[src/rtl/spsa_pkg.sv]
package spsa_pkg;

	// Operation codes carried in the opcode field
	localparam logic [2:0] OP_BEGIN  = 3'd0;
	localparam logic [2:0] OP_PLACE  = 3'd1;
	localparam logic [2:0] OP_END    = 3'd2;
	localparam logic [2:0] OP_VBLANK = 3'd3;
	localparam logic [2:0] OP_READ   = 3'd4;

	// Configuration register indexes
	localparam logic CFG_SLOT_MASK   = 1'b0;
	localparam logic CFG_EARLY_LINES = 1'b1;

	// Table geometry: one row holds every slot lane of one scanline
	localparam int SLOT_LANES = 16;
	localparam int ROW_W      = SLOT_LANES * 8;

	localparam logic [7:0] EMPTY   = 8'hFF;
	localparam logic [4:0] NO_SLOT = 5'd16;

	typedef struct packed {
		logic [2:0]        opcode;
		logic signed [15:0] sprite_y;
		logic signed [7:0]  top_offset;
		logic signed [7:0]  bottom_offset;
		logic              hidden;
		logic [7:0]        palette_number;
		logic [7:0]        line;
		logic [3:0]        slot;
	} in_item_t;

	typedef struct packed {
		logic [4:0] assigned_slot;
		logic [7:0] entry;
		logic       live_buffer;
	} out_item_t;

	// Row span of one placement, handed from the span unit to the sequencer
	typedef struct packed {
		logic       ok;
		logic [7:0] start;
		logic [7:0] stop;
	} span_t;

	typedef enum logic [3:0] {
		ST_INIT,
		ST_IDLE,
		ST_SPAN,
		ST_LOOK,
		ST_PICK,
		ST_FILL,
		ST_CLEAR,
		ST_RDWAIT,
		ST_DONE
	} state_t;

endpackage

[src/rtl/spsa_span.sv]
module spsa_span #(
	parameter int LINES    = 160,
	parameter int PALETTES = 32
) (
	input  logic               clk,
	input  logic               en,
	input  spsa_pkg::in_item_t item,
	input  logic [2:0]         early_lines,
	output spsa_pkg::span_t    span
);

	localparam logic signed [16:0] LINES_S = 17'(LINES);
	localparam logic [7:0]         LINES_B = 8'(LINES);
	localparam logic [7:0]         PAL_B   = 8'(PALETTES);

	logic signed [16:0] top_sum;
	logic signed [16:0] bot_sum;
	logic [7:0]         top;
	logic [7:0]         bot;
	logic [7:0]         start;
	spsa_pkg::span_t    span_d;

	// Add offsets to the position and clamp both ends to the table
	always_comb begin
		top_sum = 17'(item.sprite_y) + 17'(item.top_offset);
		bot_sum = 17'(item.sprite_y) + 17'(item.bottom_offset);
		if (top_sum < 17'sd0) begin
			top = 8'd0;
		end else if (top_sum > LINES_S) begin
			top = LINES_B;
		end else begin
			top = top_sum[7:0];
		end
		if (bot_sum < 17'sd0) begin
			bot = 8'd0;
		end else if (bot_sum > LINES_S) begin
			bot = LINES_B;
		end else begin
			bot = bot_sum[7:0];
		end
		// Pull the start up by the early rows only when it stays on the table
		if (top >= {5'd0, early_lines}) begin
			start = top - {5'd0, early_lines};
		end else begin
			start = top;
		end
		span_d.ok    = !item.hidden && (top != bot) && (item.palette_number < PAL_B)
			&& (start < LINES_B);
		span_d.start = start;
		span_d.stop  = bot;
	end

	// Hold the span for the rest of the placement
	always_ff @(posedge clk) begin
		if (en) begin
			span <= span_d;
		end
	end

endmodule

[config.mk]
export PLATFORM = sky130hd
export DESIGN_NAME = spsa_span
export DESIGN_NICKNAME = d
export VERILOG_FILES = /design/src/rtl/spsa_pkg.sv /design/src/rtl/spsa_span.sv
export SDC_FILE = /design/constraint.sdc
export NUM_CORES = 1
export LEC_CHECK = 0
export BUFFER_PORTS_ARGS = -buffer_cell sky130_fd_sc_hd__buf_2
export CAP_MARGIN = 20
export CORE_MARGIN = 5
export CORE_UTILIZATION = 50
export CTS_BUF_LIST = sky130_fd_sc_hd__clkbuf_16
export DETAILED_ROUTE_END_ITERATION = 6
export PLACE_DENSITY = 0.74
export SYNTH_ARGS = -nofsm -noshare
export SYNTH_HDL_FRONTEND = slang
export SYNTH_SLANG_ARGS = --single-unit
[constraint.sdc]
create_clock -name clk -period 9.6 [get_ports clk]
set_input_delay 1.92 -clock clk [delete_from_list [all_inputs] [get_ports clk]]
set_output_delay 1.92 -clock clk [all_outputs]
set_load 0.1 [all_outputs]
=== Word-level counts from Yosys, hierarchy flattened ===
Cells that the tools add are included.

* $add $sub $neg: 3
* Magnitude comparators: 7
* Equality and inequality tests: 1
* Mux-type cells: 5
* Reduce and logical (&&, ||, !) cells: 4

{| class="wikitable"
|+ Operators by type and width
! kind !! count
|-
| $mux 8 || 5
|-
| $add 16x8->17 || 2
|-
| $gt 17x9->1 const B || 2
|-
| $lt 17x1->1 const B || 2
|-
| $ge 8x3->1 || 1
|-
| $lt 8x6->1 const B || 1
|-
| $lt 8x8->1 const B || 1
|-
| $ne 8x8->1 || 1
|-
| $sub 8x3->8 || 1
|-
| $logic_and 1x1->1 || 3
|-
| $logic_not 1->1 || 1
|}

* Register bits: 17
* Input bits: 61
* Logic and storage cells: 23

=== Depth between registers and ports, before layout ===
* Depth in word-level cells: 8
* Depth in mapped cells: 22
* Gate-level depth less buffers: 22

=== Least setup slack after synthesis ===
No wires, ideal clock.

* Path kind: input -> register
* Start: input item[29] (netlist bit)
* End: register span[16] (netlist bit), data pin
* Library setup time: 272 ps
* Data arrival time: 6037 ps
* Setup slack: 3291 ps
* Stages on the path: 20
* Cells stage by stage: ha_1 > inv_1 > fa_1 > nand2b_1 > a21oi_1 > a31oi_1 > o31ai_1 > a21oi_1 > nor4_2 > and3_1 > nand2_1 > nor2_1 > ha_1 > and3_1 > o21ai_0 > o211ai_1 > a21o_1 > and2_1 > a211oi_1 > a211oi_2

{| class="wikitable"
|+ RTL lines
! item !! RTL line !! RTL
|-
| start, declared || spsa_span.sv:7 || <nowiki>input spsa_pkg::in_item_t item,</nowiki>
|-
| end signal, assigned || spsa_span.sv:56 || <nowiki>span <= span_d;</nowiki>
|-
| end, declared || spsa_span.sv:9 || <nowiki>output spsa_pkg::span_t span</nowiki>
|}

==> flow_summary.json <==
{
  "io_buffer_count": 57,
  "design_area_sq_mm": 0.003417,
  "critPathMaxFanout": 8,
  "ant_nets": 0,
  "die_w_um": 87.22,
  "core_region_area_sq_mm": 0.005851,
  "synth_top_area_share_pct": 17.12,
  "critical_path_class": "in2reg",
  "finalCriticalPeriod_ps": 7131,
  "crit_path_end_kind": "register",
  "whs_ps": 2071,
  "finalSetupViolCount": 0,
  "drive_above_1_share_pct": 19.57,
  "dpl_worst_slack_ps": 2305,
  "synth_ff_type": "edfxtp_1",
  "cts.htree.levels": 1,
  "ys_ff_latch": 17,
  "diodes": 0,
  "crit_buf_inv": 3,
  "top_register": "span",
  "fin_setup_tns_ps": 0,
  "drc_errors": 0,
  "cts_made_buffers": 3,
  "cp.arrival_ps": 7110,
  "cts_max_path_buffers": 2,
  "synth_area_sq_mm": 0.002982,
  "wl_um": 7356,
  "final_cell_mix": "57 x buf_2, 38 x a21oi_1, 35 x ha_1",
  "max_stage_delay_ps": 600,
  "final-hold-violation-count": 0,
  "post-cts-setup-buffer-count": 0,
  "grt_pass1_wl_um": 12480,
  "crit_chain": "buf_2 -> ha_1 -> inv_1 -> fa_1 -> nand2b_1 -> a21oi_1 -> a31oi_1 -> o31ai_1 -> a21oi_1 -> nor4_2 -> nand3_1 -> nor2_1 -> nand2_1 -> ha_1 -> inv_1 -> fa_1 -> a21oi_1 -> o211ai_1 -> a21o_1 -> and2_1 -> a211oi_1 -> a211oi_1 -> a211oi_2",
  "vias_per_cell": 6.047,
  "num_rows": 28,
  "grt_max_degree": 18,
  "fin_ws_ps": 2469,
  "synth_area_leaders": "edfxtp_1 17%, ha_1 15%, a21oi_1 6.4%",
  "final_nets": 519,
  "cts_resized": 0,
  "cpMostUsedCell": "a21oi_1",
  "vdd_ir_drop_max_mv": 0.1535,
  "grt_use_total_pct": 19.73,
  "start_kind": "input port",
  "postCtsHoldBufs": 0,
  "num_io_pins": 78,
  "syn_inst": 364,
  "wire_per_inst_um": 14.89,
  "dieArea_sq_mm": 0.007607,
  "num-fill-cells": 573,
  "cap_violations": 0,
  "largest_registers": "span x17",
  "globalplace.congestion": 0.8945,
  "slew-limit-headroom_pct": 36.91,
  "die_h_um": 87.22,
  "ys_seq_area_share_pct": 17.12,
  "overflow": 0,
  "initial_core_util_pct": 50.96,
  "first_global_vias": 2855,
  "vias": 2987,
  "syn-num-nets": 463,
  "yosysWarnings": 0,
  "leakagePower_uw": 0.001440,
  "detailed_place.area_sq_mm": 0.003338,
  "cp_num_cells": 23,
  "antenna_found_initial": 0,
  "cts.reportedPaths.clkPinSlew_ps": 50,
  "synth_cell_types": 68,
  "layout_commonest_cell": "buf_2",
  "cts_tree": "yes",
  "ys_async_sr_fraction_pct": 0,
  "cp.required_ps": 9580,
  "dp_hpwl_um": 6234,
  "rsz0062_at_grt": "no",
  "first_iter_violations": 121,
  "hp-class": "in2reg",
  "tightestPinTransition_ps": 931.6,
  "min_path_cells": 3,
  "first_pass_iters": 5,
  "largest_reg_flops": 17,
  "fmax_mhz": 140.2,
  "cpMaxStageDelayCell": "o31ai_1",
  "cts_root_buffer": "clkbuf_16",
  "finalMaxSlewViolations": 0,
  "period_share_pct": 74.29,
  "syn_area_per_cell_sq_um": 8.191,
  "power_uw": 441.0,
  "status": "finished, final reports clean",
  "crit_family": "compound AO/OA/AOI/OAI gates",
  "synth-edff-count": 17,
  "p_per_area_mw_per_mm2": 129.0,
  "cts_num_sinks": 17,
  "synth_top_area_cell": "edfxtp_1",
  "areaGrowthSynthToFinish_pct": 14.60
}
-- routing by layer --
| metal | share of wire (%) | vias to the layer above | track usage [%] |
|---|---|---|---|
| li1 | - | 1528 | - |
| met1 | 44 | 1372 | 24.63 |
| met2 | 49 | 78 | 36.30 |
| met3 | 5.5 | 9 | 1.608 |
| met4 | 1.0 | 0 | 5.021 |
| met5 | 0 | - | 0 |
-- where the power goes --
part	leakage, uW	total [uW]	internal, uW	switching, uW
combinational	0.00123	268	87.3	181
sequential	0.000165	93.3	91.9	1.43
clock	0.0000423	79.3	55.1	24.3
total	0.00144	441	234	207
-- tightest hold or removal path: stages --
cell and delay (ps):
buf_2 70, or4_1 120, a211oi_2 40
-- per-stage QoR --
step | utilization [%] | instances
after global routing | 58.40 | 494
after detailed placement | 57.06 | 490
after CTS | 58.40 | 494
final | 58.40 | 494
after global placement | 57.06 | 490
after floorplan | - | 364
-- cell type report --
cell class / instances / area, sq um / share of cell area [%]
clock inverters: 1 / 3.754 / 0.1098
inverters: 14 / 52.55 / 1.538
flip-flops and latches: 17 / 510.5 / 14.94
multi-input cells: 327 / 2396 / 70.12
repair buffers: 57 / 285.3 / 8.349
well taps: 75 / 93.84 / 2.746
clock buffers: 3 / 75.07 / 2.197
-- synthesized netlist by cell type, types with 2 or more instances --
cell type,number
nor2_1,30
a2111oi_0,2
o211ai_1,6
and2_1,6
nand3_1,10
o21bai_1,5
a221oi_1,3
o21a_1,7
a22oi_1,2
ha_1,35
inv_1,14
a21boi_0,2
o21ai_0,19
a22o_1,2
a21oi_1,38
clkbuf_1,6
a2111oi_4,2
nand2b_1,5
and2_2,4
or4_1,2
a21o_1,10
mux2i_1,3
nand4_1,4
o21ai_1,5
nor3_1,13
xor2_1,7
or3_1,5
edfxtp_1,17
a211o_1,3
a211oi_2,2
fa_1,3
and3_1,3
a41oi_1,3
a211oi_1,6
nor4b_1,2
nor4_1,2
a32oi_1,2
o22a_1,2
nand2_1,21
xnor2_1,17
and2_4,2
o31ai_1,4
or2_2,2
nor2b_1,2
-- logic make-up after synthesis --
family | Yosys count | share of synthesized area [%]
flip-flops | 17 | 17.12
buffers and inverters | 20 | 2.518
adder cells (fa/ha/maj) | 38 | 16.70
multiplexers | 4 | 1.385
XOR/XNOR | 25 | 7.596
AND/OR/NAND/NOR | 122 | 21.86
AO/OA/AOI/OAI | 138 | 32.82
-- path summary, 6_finish.rpt --
check / endpoint / start
min: span[16] / item[17]
max: span[16] / item[37]
(Power assumes the default switching activity.)
